$ cat src/rtl/mmst_pkg.sv
// Package for the multi-mode soft timer: field widths, codes, FSM states and
// the command and status structs between controller and datapath.
// No dependencies.
package mmst_pkg;

	localparam int COUNT_BITS_DEF = 16;
	localparam int OP_W = 3;
	localparam int MODE_W = 2;
	localparam int STATUS_W = 2;
	localparam int FIELD_W = 16;
	localparam int PCT_W = 8;
	localparam int PCT_SCALE = 100;
	localparam int PCT_CAP = 200;
	localparam int QUOT_STEPS = 8;
	localparam int STEP_W = $clog2(QUOT_STEPS);

	typedef enum logic [OP_W-1:0] {
		OP_TICK    = 3'd0,
		OP_START   = 3'd1,
		OP_RESTART = 3'd2,
		OP_STOP    = 3'd3,
		OP_FORCE   = 3'd4,
		OP_TAKE    = 3'd5
	} op_t;

	typedef enum logic [STATUS_W-1:0] {
		ST_STOPPED = 2'd0,
		ST_RUNNING = 2'd1,
		ST_EXPIRED = 2'd2
	} status_t;

	typedef enum logic [MODE_W-1:0] {
		MD_FREE     = 2'd0,
		MD_ONESHOT  = 2'd1,
		MD_PERIODIC = 2'd2
	} mode_t;

	typedef enum logic [1:0] {
		FSM_IDLE = 2'd0,
		FSM_MUL  = 2'd1,
		FSM_DIV  = 2'd2,
		FSM_DONE = 2'd3
	} fsm_t;

	typedef struct packed {
		logic exec;
		logic mul;
		logic div;
		logic load;
	} dp_cmd_t;

	typedef struct packed {
		logic div_last;
	} dp_stat_t;

endpackage

$ cat src/rtl/mmst_if.sv
// Channel interfaces of the multi-mode soft timer: command requests, result
// requests and the configuration write channel. Depends on mmst_pkg.
interface mmst_cmd_if;
	import mmst_pkg::*;
	logic                valid;
	logic                ready;
	logic [OP_W-1:0]     op;
	logic [MODE_W-1:0]   start_mode;
	modport source (output valid, op, start_mode, input ready);
	modport sink (input valid, op, start_mode, output ready);
endinterface

interface mmst_res_if;
	import mmst_pkg::*;
	logic                valid;
	logic                ready;
	logic                event_taken;
	logic [STATUS_W-1:0] run_status;
	logic [MODE_W-1:0]   active_mode;
	logic [FIELD_W-1:0]  elapsed_ticks;
	logic [FIELD_W-1:0]  remaining_ticks;
	logic [FIELD_W-1:0]  active_limit;
	logic [PCT_W-1:0]    percent_done;
	modport source (output valid, event_taken, run_status, active_mode, elapsed_ticks,
		remaining_ticks, active_limit, percent_done, input ready);
	modport sink (input valid, event_taken, run_status, active_mode, elapsed_ticks,
		remaining_ticks, active_limit, percent_done, output ready);
endinterface

interface mmst_cfg_if;
	import mmst_pkg::*;
	logic               valid;
	logic               ready;
	logic [FIELD_W-1:0] timeout_ticks;
	modport source (output valid, timeout_ticks, input ready);
	modport sink (input valid, timeout_ticks, output ready);
endinterface

$ cat src/rtl/multi_mode_soft_timer.sv
// Top level of the multi-mode soft timer: joins controller and datapath to the
// command, result and configuration channels. Depends on mmst_pkg, mmst_if, mmst_ctrl, mmst_dp.
//
// The cmd channel takes one request per command (tick, start, restart, stop,
// force expiry, take event); each request yields exactly one request on res
// with the timer state after the command. The cfg channel writes the timeout
// limit, is always ready, and is meant to be written while no command is in flight.
// The command executes at the accepting edge; the MUL state then forms the count
// times 100 product, the DIV state runs the eight steps of the restoring divider
// that forms the percentage, and the DONE state loads the result register. One
// command is in flight at a time and the controller is ready again in the cycle
// after the load, so a new command is not taken before the last one is loaded.
// When the receiver stalls, the finished result waits in the result register
// while the next command is accepted and processed; that command waits before
// its load until the register is taken. Reset clears the count and limit, stops
// the timer in free running mode, sets the timeout to zero and drops res valid.
module multi_mode_soft_timer #(
	parameter int COUNT_BITS = mmst_pkg::COUNT_BITS_DEF
) (
	input logic       clk,
	input logic       arst_n,
	mmst_cmd_if.sink  cmd,
	mmst_res_if.source res,
	mmst_cfg_if.sink  cfg
);
	import mmst_pkg::*;

	dp_cmd_t  dp_cmd;
	dp_stat_t dp_stat;

	assign cfg.ready = 1'b1;

	mmst_ctrl u_ctrl (
		.clk       (clk),
		.arst_n    (arst_n),
		.in_valid  (cmd.valid),
		.in_ready  (cmd.ready),
		.out_valid (res.valid),
		.out_ready (res.ready),
		.cmd       (dp_cmd),
		.stat      (dp_stat)
	);

	mmst_dp #(
		.COUNT_BITS (COUNT_BITS)
	) u_dp (
		.clk             (clk),
		.arst_n          (arst_n),
		.cmd             (dp_cmd),
		.stat            (dp_stat),
		.op              (cmd.op),
		.start_mode      (cmd.start_mode),
		.cfg_we          (cfg.valid),
		.cfg_data        (cfg.timeout_ticks),
		.event_taken     (res.event_taken),
		.run_status      (res.run_status),
		.active_mode     (res.active_mode),
		.elapsed_ticks   (res.elapsed_ticks),
		.remaining_ticks (res.remaining_ticks),
		.active_limit    (res.active_limit),
		.percent_done    (res.percent_done)
	);

endmodule

$ cat src/rtl/mmst_dp.sv
// Datapath of the multi-mode soft timer: timer state, command execution,
// the percent multiply and restoring divider, and the result register. Depends on mmst_pkg.
module mmst_dp #(
	parameter int COUNT_BITS = mmst_pkg::COUNT_BITS_DEF
) (
	input  logic                          clk,
	input  logic                          arst_n,
	input  mmst_pkg::dp_cmd_t             cmd,
	output mmst_pkg::dp_stat_t            stat,
	input  logic [mmst_pkg::OP_W-1:0]     op,
	input  logic [mmst_pkg::MODE_W-1:0]   start_mode,
	input  logic                          cfg_we,
	input  logic [mmst_pkg::FIELD_W-1:0]  cfg_data,
	output logic                          event_taken,
	output logic [mmst_pkg::STATUS_W-1:0] run_status,
	output logic [mmst_pkg::MODE_W-1:0]   active_mode,
	output logic [mmst_pkg::FIELD_W-1:0]  elapsed_ticks,
	output logic [mmst_pkg::FIELD_W-1:0]  remaining_ticks,
	output logic [mmst_pkg::FIELD_W-1:0]  active_limit,
	output logic [mmst_pkg::PCT_W-1:0]    percent_done
);
	import mmst_pkg::*;

	localparam int PROD_W = COUNT_BITS + 7;
	localparam logic [COUNT_BITS-1:0] CNT_MAX = {COUNT_BITS{1'b1}};

	logic [FIELD_W-1:0]    timeout_q;
	logic [COUNT_BITS-1:0] tick_q, tick_d, inc;
	logic [COUNT_BITS-1:0] limit_q, limit_d;
	status_t               status_q, status_d;
	mode_t                 mode_q, mode_d;
	logic                  taken_q, taken_d;
	logic [PROD_W-1:0]     rem_q, dsr_q;
	logic [PCT_W-1:0]      quot_q;
	logic                  sat_q;
	logic [STEP_W-1:0]     step_q;
	logic                  ge;
	logic                  run_fin;

	always_ff @(posedge clk or negedge arst_n) begin
		if (!arst_n) begin
			timeout_q <= '0;
		end else if (cfg_we) begin
			timeout_q <= cfg_data;
		end
	end

	always_comb begin
		tick_d = tick_q;
		limit_d = limit_q;
		status_d = status_q;
		mode_d = mode_q;
		taken_d = 1'b0;
		inc = (tick_q != CNT_MAX) ? tick_q + COUNT_BITS'(1) : tick_q;
		unique case (op_t'(op))
			OP_TICK: begin
				if (status_q == ST_RUNNING && mode_q != MD_FREE) begin
					tick_d = inc;
					if (inc >= limit_q) begin
						if (mode_q == MD_PERIODIC) tick_d = '0;
						status_d = ST_EXPIRED;
					end
				end
			end
			OP_START: begin
				case (mode_t'(start_mode)) inside
					MD_FREE: begin
						tick_d = '0;
						status_d = ST_RUNNING;
						mode_d = MD_FREE;
					end
					MD_ONESHOT, MD_PERIODIC: begin
						limit_d = COUNT_BITS'(timeout_q);
						tick_d = '0;
						status_d = ST_RUNNING;
						mode_d = mode_t'(start_mode);
					end
					default: ;
				endcase
			end
			OP_RESTART: begin
				tick_d = '0;
				status_d = ST_RUNNING;
			end
			OP_STOP: begin
				status_d = ST_STOPPED;
				limit_d = '0;
			end
			OP_FORCE: status_d = ST_EXPIRED;
			OP_TAKE: begin
				if (status_q == ST_EXPIRED) begin
					taken_d = 1'b1;
					if (mode_q == MD_ONESHOT) begin
						status_d = ST_STOPPED;
						limit_d = '0;
					end else begin
						status_d = ST_RUNNING;
					end
				end
			end
			default: ;
		endcase
	end

	always_ff @(posedge clk or negedge arst_n) begin
		if (!arst_n) begin
			tick_q <= '0;
			limit_q <= '0;
			status_q <= ST_STOPPED;
			mode_q <= MD_FREE;
			taken_q <= 1'b0;
		end else if (cmd.exec) begin
			tick_q <= tick_d;
			limit_q <= limit_d;
			status_q <= status_d;
			mode_q <= mode_d;
			taken_q <= taken_d;
		end
	end

	assign ge = (rem_q >= dsr_q);

	always_ff @(posedge clk or negedge arst_n) begin
		if (!arst_n) begin
			step_q <= '0;
		end else if (cmd.mul) begin
			step_q <= STEP_W'(QUOT_STEPS - 1);
		end else if (cmd.div) begin
			step_q <= step_q - STEP_W'(1);
		end
	end

	assign stat.div_last = (step_q == '0);

	always_ff @(posedge clk) begin
		if (cmd.mul) begin
			rem_q <= PROD_W'(tick_q) * PROD_W'(PCT_SCALE);
			dsr_q <= PROD_W'(limit_q) << (QUOT_STEPS - 1);
			sat_q <= ({1'b0, tick_q} >= {limit_q, 1'b0});
			quot_q <= '0;
		end else if (cmd.div) begin
			if (ge) rem_q <= rem_q - dsr_q;
			dsr_q <= dsr_q >> 1;
			quot_q <= {quot_q[PCT_W-2:0], ge};
		end
	end

	assign run_fin = (status_q == ST_RUNNING) && (mode_q != MD_FREE);

	always_ff @(posedge clk) begin
		if (cmd.load) begin
			event_taken <= taken_q;
			run_status <= status_q;
			active_mode <= mode_q;
			elapsed_ticks <= (status_q == ST_RUNNING) ? FIELD_W'(tick_q) : '0;
			remaining_ticks <= (run_fin && limit_q > tick_q) ?
				FIELD_W'(limit_q - tick_q) : '0;
			active_limit <= (mode_q != MD_FREE && status_q != ST_STOPPED) ?
				FIELD_W'(limit_q) : '0;
			percent_done <= run_fin ? (sat_q ? PCT_W'(PCT_CAP) : quot_q) : '0;
		end
	end

endmodule

$ cat src/rtl/mmst_ctrl.sv
// Controller of the multi-mode soft timer: sequences command execution, the
// percent multiply and divide steps, and the result handshake. Depends on mmst_pkg.
module mmst_ctrl (
	input  logic               clk,
	input  logic               arst_n,
	input  logic               in_valid,
	output logic               in_ready,
	output logic               out_valid,
	input  logic               out_ready,
	output mmst_pkg::dp_cmd_t  cmd,
	input  mmst_pkg::dp_stat_t stat
);
	import mmst_pkg::*;

	fsm_t state_q, state_d;
	logic out_valid_q;

	always_ff @(posedge clk or negedge arst_n) begin
		if (!arst_n) begin
			state_q <= FSM_IDLE;
		end else begin
			state_q <= state_d;
		end
	end

	always_comb begin
		state_d = state_q;
		cmd = '0;
		in_ready = 1'b0;
		unique case (state_q)
			FSM_IDLE: begin
				in_ready = 1'b1;
				if (in_valid) begin
					cmd.exec = 1'b1;
					state_d = FSM_MUL;
				end
			end
			FSM_MUL: begin
				cmd.mul = 1'b1;
				state_d = FSM_DIV;
			end
			FSM_DIV: begin
				cmd.div = 1'b1;
				if (stat.div_last) state_d = FSM_DONE;
			end
			FSM_DONE: begin
				if (!out_valid_q || out_ready) begin
					cmd.load = 1'b1;
					state_d = FSM_IDLE;
				end
			end
			default: state_d = FSM_IDLE;
		endcase
	end

	always_ff @(posedge clk or negedge arst_n) begin
		if (!arst_n) begin
			out_valid_q <= 1'b0;
		end else if (cmd.load) begin
			out_valid_q <= 1'b1;
		end else if (out_ready) begin
			out_valid_q <= 1'b0;
		end
	end

	assign out_valid = out_valid_q;

endmodule

$ cat src/flat_wrapper.sv
// flat-port wrapper written by rule: the top's interface ports become plain ports
module multi_mode_soft_timer_flat import mmst_pkg::*;
#(
	parameter int COUNT_BITS = mmst_pkg::COUNT_BITS_DEF
)
  (clk, arst_n, cmd_valid, cmd_op, cmd_start_mode, cmd_ready, res_valid, res_event_taken, res_run_status, res_active_mode, res_elapsed_ticks, res_remaining_ticks, res_active_limit, res_percent_done, res_ready, cfg_valid, cfg_timeout_ticks, cfg_ready);
  mmst_cmd_if cmd_i ();
  mmst_res_if res_i ();
  mmst_cfg_if cfg_i ();
  input logic clk;
  input logic arst_n;
  input wire logic [$bits(cmd_i.valid)-1:0] cmd_valid;
  input wire logic [$bits(cmd_i.op)-1:0] cmd_op;
  input wire logic [$bits(cmd_i.start_mode)-1:0] cmd_start_mode;
  output wire logic [$bits(cmd_i.ready)-1:0] cmd_ready;
  output wire logic [$bits(res_i.valid)-1:0] res_valid;
  output wire logic [$bits(res_i.event_taken)-1:0] res_event_taken;
  output wire logic [$bits(res_i.run_status)-1:0] res_run_status;
  output wire logic [$bits(res_i.active_mode)-1:0] res_active_mode;
  output wire logic [$bits(res_i.elapsed_ticks)-1:0] res_elapsed_ticks;
  output wire logic [$bits(res_i.remaining_ticks)-1:0] res_remaining_ticks;
  output wire logic [$bits(res_i.active_limit)-1:0] res_active_limit;
  output wire logic [$bits(res_i.percent_done)-1:0] res_percent_done;
  input wire logic [$bits(res_i.ready)-1:0] res_ready;
  input wire logic [$bits(cfg_i.valid)-1:0] cfg_valid;
  input wire logic [$bits(cfg_i.timeout_ticks)-1:0] cfg_timeout_ticks;
  output wire logic [$bits(cfg_i.ready)-1:0] cfg_ready;
  assign cmd_i.valid = cmd_valid;
  assign cmd_i.op = cmd_op;
  assign cmd_i.start_mode = cmd_start_mode;
  assign cmd_ready = cmd_i.ready;
  assign res_valid = res_i.valid;
  assign res_event_taken = res_i.event_taken;
  assign res_run_status = res_i.run_status;
  assign res_active_mode = res_i.active_mode;
  assign res_elapsed_ticks = res_i.elapsed_ticks;
  assign res_remaining_ticks = res_i.remaining_ticks;
  assign res_active_limit = res_i.active_limit;
  assign res_percent_done = res_i.percent_done;
  assign res_i.ready = res_ready;
  assign cfg_i.valid = cfg_valid;
  assign cfg_i.timeout_ticks = cfg_timeout_ticks;
  assign cfg_ready = cfg_i.ready;
  multi_mode_soft_timer #(.COUNT_BITS(COUNT_BITS)) u_core (.clk(clk), .arst_n(arst_n), .cmd(cmd_i), .res(res_i), .cfg(cfg_i));
endmodule
$ cat config.mk
export PLATFORM = sky130hd
export DESIGN_NAME = multi_mode_soft_timer_flat
export DESIGN_NICKNAME = d
export VERILOG_FILES = /design/src/rtl/mmst_pkg.sv /design/src/rtl/mmst_if.sv /design/src/rtl/multi_mode_soft_timer.sv /design/src/rtl/mmst_dp.sv /design/src/rtl/mmst_ctrl.sv /design/src/flat_wrapper.sv
export SDC_FILE = /design/constraint.sdc
export NUM_CORES = 1
export LEC_CHECK = 0
export ABC_AREA = 1
export CAP_MARGIN = 40
export CORE_AREA = 2 2 140 142
export CTS_BUF_LIST = sky130_fd_sc_hd__clkbuf_2 sky130_fd_sc_hd__clkbuf_4 sky130_fd_sc_hd__clkbuf_8
export CTS_CLUSTER_DIAMETER = 30
export DETAILED_ROUTE_END_ITERATION = 8
export DIE_AREA = 0 0 142 144
export DONT_BUFFER_PORTS = 1
export GPL_TIMING_DRIVEN = 0
export PLACE_DENSITY_LB_ADDON = 0.3
export SLEW_MARGIN = 10
export SYNTH_ARGS = -nofsm -noshare
export SYNTH_HDL_FRONTEND = slang
export SYNTH_SLANG_ARGS = --single-unit
$ cat constraint.sdc
create_clock -name clk -period 5.1 [get_ports clk]
set_clock_uncertainty 0.05 [all_clocks]
set_input_delay 0.765 -clock clk [delete_from_list [all_inputs] [get_ports clk]]
set_output_delay 0.765 -clock clk [all_outputs]
set_load 0.02 [all_outputs]
* Word level (Yosys, flattened, before mapping)
Cells that the tools add are included.
** Operators by class
- Add/subtract/negate cells :: 4
- Multiply operators :: 1
- Div/mod/pow operators :: 0
- Magnitude comparators :: 4
- Equal/unequal tests :: 25
- Shift operators :: 0
- Multiplexer cells :: 44
- Bitwise logic cells :: 1
- Reductions and logical operators :: 27
** Operators by type and width (number)
- 16-bit 2-to-1 mux :: 10
- 23-bit 2-to-1 mux :: 5
- 16-bit one-hot mux with 3 select lines :: 2
- 23-bit >= comparator :: 1
- 23-bit subtractor :: 1
- 16-bit by 5-bit multiplier with 21-bit output, second input constant :: 1
- 2-bit 2-to-1 mux :: 10
- 16-bit by 17-bit >= comparator with 1-bit output :: 1
- 16-bit by 1-bit adder with 16-bit output, second input constant :: 1
- 16-bit >= comparator :: 1
- 16-bit greater-than comparator :: 1
- 16-bit inequality test, second input constant :: 1
- 2-bit inequality test, second input constant :: 8
- 16-bit subtractor :: 1
- 1-bit 2-to-1 mux :: 12
- 2-bit one-hot mux with 6 select lines :: 1
- 6-bit AND reduction :: 2
- 2-bit nonzero test :: 6
- 2-bit == test, second input constant :: 5
- 2-bit by 1-bit == test with 1-bit output, second input constant :: 4
- 8-bit 2-to-1 mux :: 1
- 2-bit one-hot mux with 4 select lines :: 1
- 3-bit by 2-bit == test with 1-bit output, second input constant :: 2
- 3-bit == test, second input constant :: 2
- 17 further kinds :: 26
** Storage, ports and cells
- Register bits :: 175
- Bits in latches :: 0
- Bits in writable memories :: 0
- ROM bits :: 0
- Input port bits :: 26
- Output and inout port bits :: 64
- Logic and storage cells :: 129
- Memories :: 0

* Depth between registers and ports, before layout
- Depth in word-level cells :: 6
- Gate-level depth with buffers :: 19
- Depth with buffers taken out :: 18

* Hierarchy
Synthesis repeated with hierarchy kept, for this count alone.
** Unflattened totals
- Cell total of the unflattened synthesis :: 1452
- Area total of the unflattened synthesis :: 12065.3 um^2
** By module, submodules not included
- mmst_dp :: times used 1, cells an instance 1419, area each 11815.1 um^2, seq. area each 4714.5 um^2
- mmst_ctrl :: times used 1, cells an instance 31, area each 239.0 um^2, seq. area each 75.1 um^2
- multi_mode_soft_timer :: times used 1, cells an instance 2, area each 11.3 um^2, seq. area each 0.0 um^2

* Worst setup path before layout
OpenSTA, ideal clock, no wires.
- Path kind :: input to register
- From :: input port res_ready
- To :: register u_core.u_dp.active_limit[0] (netlist bit) (enable)
- Setup time :: 500 ps
- Arrival time :: 3755 ps
- Required time :: 4550 ps
- Slack :: 795 ps
- Cell stages on the path :: 2
- Buffers on the path :: 0
- Cells stage by stage :: inv_1 -> a21oi_1
** RTL lines
- start, declared :: RTL line flat_wrapper.sv:24 : input wire logic [$bits(res_i.ready)-1:0] res_ready;
- end signal, assigned :: RTL line mmst_dp.sv:158 : active_limit <= (mode_q != MD_FREE && status_q != ST_STOPPED) ?
- end, declared :: RTL line mmst_dp.sv:19 : output logic [mmst_pkg::FIELD_W-1:0] active_limit,

* Worst setup path in the final report
- From :: register u_core.u_dp.tick_q[3]
- To :: register u_core.u_dp.tick_q[12]
** Between the ends
- Word-level cells in the longest chain between the ends :: 6
- Elaborated cells on any way between the ends :: 8
- Classes of those cells :: add/sub: 1; order compare: 1; eq/ne: 1; mux: 5
** Ends and longest elaborated chain
- start, declared :: RTL line mmst_dp.sv:28 : logic [COUNT_BITS-1:0] tick_q, tick_d, inc;
- start signal, assigned :: RTL line mmst_dp.sv:113 : tick_q <= tick_d;
- 16-bit by 1-bit adder with 16-bit output / 16-bit inequality test (equally long branches) :: RTL line mmst_dp.sv:54 : inc = (tick_q != CNT_MAX) ? tick_q + COUNT_BITS'(1) : tick_q;
- 16-bit 2-to-1 mux (*) :: RTL line mmst_dp.sv:54
- 16-bit >= comparator / 16-bit 2-to-1 mux (equally long branches) :: RTL line mmst_dp.sv:59, mmst_dp.sv:60
- 16-bit 2-to-1 mux (*) :: RTL line mmst_dp.sv:59 : if (inc >= limit_q) begin
- 16-bit 2-to-1 mux (*) :: RTL line mmst_dp.sv:57 : if (status_q == ST_RUNNING && mode_q != MD_FREE) begin
- 16-bit one-hot mux with 3 select lines (*) :: RTL line mmst_dp.sv:55 : unique case (op_t'(op))
Mark *: on every way between the ends. The rest lies on a longest branch, timed or not. The select of a mux whose other input is x is not followed.
A chain may end at the register's enable or synchronous reset.

==> results.sh <==
export IMPL_via_per_inst=5.83
export IMPL_num_rows=51
export IMPL_drcViolationCount=0
export IMPL_grt_max_degree=60
export IMPL_avgRoutedWirePerCell_um=17.6
export IMPL_vias=9959
export IMPL_drtIter0Drc=904
export IMPL_cts_htree_levels=4
export IMPL_clk_latency_ns=0.48
export IMPL_grt_pass1_vias=9275
export IMPL_grtUsageMet1_pct=41.9
export IMPL_io_buffers=0
export IMPL_hp_class="input pin to asynchronous set/reset pin"
export IMPL_dp_hpwl_mm=23.7
export IMPL_synthFlopType="edfxtp_1"
export IMPL_fin_crit_ns=3.79
export IMPL_final_cell_area_um2=12800
export IMPL_drive_gt1_share_pct=6.39
export IMPL_worstPathRequired_ns=5.47
export IMPL_placed_area_um2=12400
export IMPL_use_met3_pct=5.23
export IMPL_synth_warnings=0
export IMPL_syn_to_final_growth_pct=6.45
export IMPL_grt_antenna_before_repair=0
export IMPL_synth_most_common_cell="nand2_1"
export IMPL_syn_area_um2=12000
export IMPL_maxCapViolCount=0
export IMPL_pin_count=90
export IMPL_ys_seq_area_share_pct=39.8
export IMPL_cp_max_fo=10
export IMPL_tritoncts="done"
export IMPL_path_class="flop to flop"
export IMPL_p_leak_nw=6.24
export IMPL_start_util_pct=63.0
export IMPL_async_reset_ff_share_pct=33.7
export IMPL_max_slew_margin_pct=42.4
export IMPL_cts_sinks=175
export IMPL_finalCritPeriodShare_pct=74.3
export IMPL_syn_area_per_cell_um2=8.37
export IMPL_yosys_area_top_type_share_pct=24.7
export IMPL_nets=1629
export IMPL_cts_buffers=17
export IMPL_max_slew_worst_pin_slew_ns=0.864
export IMPL_ant_nets=0
export IMPL_cts_root_buf="clkbuf_8"
export IMPL_dr_pass1_iters=7
export IMPL_diodes=0
export IMPL_grt_pass1_wl_mm=47.8
export IMPL_cp_arrival_ns=4.15
export IMPL_clk_pin_slew_ns=0.10
export IMPL_cts_path_max_buffers=2
export IMPL_syn_inst=1436
export IMPL_synth_enable_flop_cells=99
export IMPL_rsz0062_at_grt="no"
export IMPL_p_total_mw=7.68
export IMPL_synth_top_cells_by_area="edfxtp_1 (25%), ha_1 (14%), dfrtp_1 (12%), nand2_1 (9.8%), inv_1 (7.4%)"
export IMPL_synth_cell_types=53
export IMPL_synth_largest_area_cell="edfxtp_1"
export IMPL_grt_busiest_layer="met2"
export IMPL_die_area_um2=20400
export IMPL_dieWidth_um=142
export IMPL_finalHoldViolCount=0
export IMPL_track_usage_pct=30.0
export IMPL_fin_tns_setup_ns=0
export IMPL_globalplace_congestion=1.02
export IMPL_timing_fmax_mhz=264
export IMPL_overflow=0
export IMPL_setup_viol=0
export IMPL_setup_worst_path_end_class="flop"
export IMPL_p_per_area_nw_per_um2=600
export IMPL_die_h_um=144
export IMPL_synth_seq_cells=175
export IMPL_cp_start_kind="flop"
export IMPL_synthTopCellsByCount="nand2_1 (313), inv_1 (237), ha_1 (132)"
export IMPL_maxSlewViolCount=0
export IMPL_drt_wl_total_mm=30.1
export IMPL_outcome="finished, final reports clean"
export IMPL_use_met2_pct=48.8
export IMPL_ir_drop_uv=324
export IMPL_syn_num_nets=1607
export IMPL_ctsResizeCount=0
export IMPL_post_cts_buffers=0
export IMPL_coreArea_um2=19100
## through the flow
stage / util [%] / instances / worst slack (ns) / hold WS, ns
5_1_grt: 67.1 / 1709 / 0.961 / 0.101
6_report: 67.1 / 1709 / 1.31 / 0.0955
4_1_cts: 67.1 / 1709 / 1.41 / 0.0907
3_5_place_dp: 64.9 / 1676 / 1.47 / 0.386
3_3_place_gp: 64.6 / 1674 / -0.281 / 0.385
2_1_floorplan: - / 1436 / 0.795 / 0.375
## timing repair
action / 4_1_cts / 5_1_grt
hold buffers: 1 / 0
endpoints found under the hold margin: 59 / 0
endpoints found under the setup margin: 0 / 0
## critical path, cell delays in order (launching register included)
cell and delay [ns]:
dfrtp_1 0.54, ha_1 0.29, nand2_1 0.16, nor2_2 0.32, nand2_2 0.22, buf_6 0.20
nand2_1 0.07, xor2_1 0.20, ha_1 0.28, a21oi_1 0.13, o21ai_0 0.09, a21oi_1 0.34
nand2_1 0.10, nand2_1 0.21, buf_2 0.30, nand3_1 0.12, nand2_1 0.08
## flip-flops by register name, indices dropped and copies added, names as in the netlist, 2 cells and up
signal / cells
u_core.u_dp.dsr_q: 23
u_core.u_dp.rem_q: 23
u_core.u_dp.active_limit: 16
u_core.u_dp.elapsed_ticks: 16
u_core.u_dp.limit_q: 16
u_core.u_dp.remaining_ticks: 16
u_core.u_dp.tick_q: 16
u_core.u_dp.timeout_q: 16
u_core.u_dp.percent_done: 8
u_core.u_dp.quot_q: 8
u_core.u_dp.step_q: 3
u_core.u_ctrl.state_q: 2
u_core.u_dp.active_mode: 2
u_core.u_dp.mode_q: 2
u_core.u_dp.run_status: 2
u_core.u_dp.status_q: 2
## area by class of cell
class	count	area, um^2
Clock buffer	19	249
Sequential cell	175	4790
Tap cell	238	298
Multi-Input combinational cell	1001	6230
Timing Repair Buffer	3	75.1
Buffer	23	129
Clock inverter	13	143
Inverter	237	890
Fill cell	1514	6280
## routing by layer
layer	vias to the layer above	wire, um	part of all wire, %
li1	4817	-	-
met2	369	14100	47
met3	42	2000	6.6
met5	-	0	0
met1	4731	13600	45
met4	0	462	1.5
## cell families after synthesis
logic type,after synthesis,share of synthesized area (%)
other cells,1,0.0312
compound gates,197,9.58
flops,175,39.8
simple gates,601,21.7
mux,16,1.50
buf+inv,260,8.47
xor+xnor,41,2.99
fa+ha+maj,145,15.9
## cell usage in the layout, fill, tap and decap left out, types with 7 or more instances in the layout
master	n
clkbuf_8	17
nand2_1	313
nand3_1	93
o22ai_1	29
nand3b_1	15
mux2_2	16
xnor2_1	12
fa_1	13
dfrtp_1	59
edfxtp_1	99
clkbuf_1	11
nor2_1	116
nor3_1	14
dfxtp_1	17
xor2_1	29
inv_1	237
a21oi_1	76
nand2_2	7
ha_1	132
o21ai_0	54
nand4_1	25
## worst paths after layout
kind / from / end / slack (ns) / cells after the start
max: u_core.u_dp.tick_q[3] / u_core.u_dp.tick_q[12] / 1.31 / 16
min: arst_n / u_core.u_dp.taken_q / 0.1 / 1
max reg2reg: u_core.u_dp.tick_q[3] / u_core.u_dp.tick_q[12] / 1.31 / 16
min reg2reg: u_core.u_dp.taken_q / u_core.u_dp.event_taken / 0.43 / 0
max in group asynchronous: arst_n / u_core.u_dp.tick_q[12] / 4.63 / 1
min in group clk: cfg_timeout_ticks[15] / u_core.u_dp.timeout_q[15] / 0.38 / 1
## where the power goes
group          switching (mW)  internal, mW
clock                   0.574         0.419
combinational            2.82          1.35
sequential              0.391          2.13
total                    3.78          3.90
Note: power is estimated with default switching activity, not from simulation.
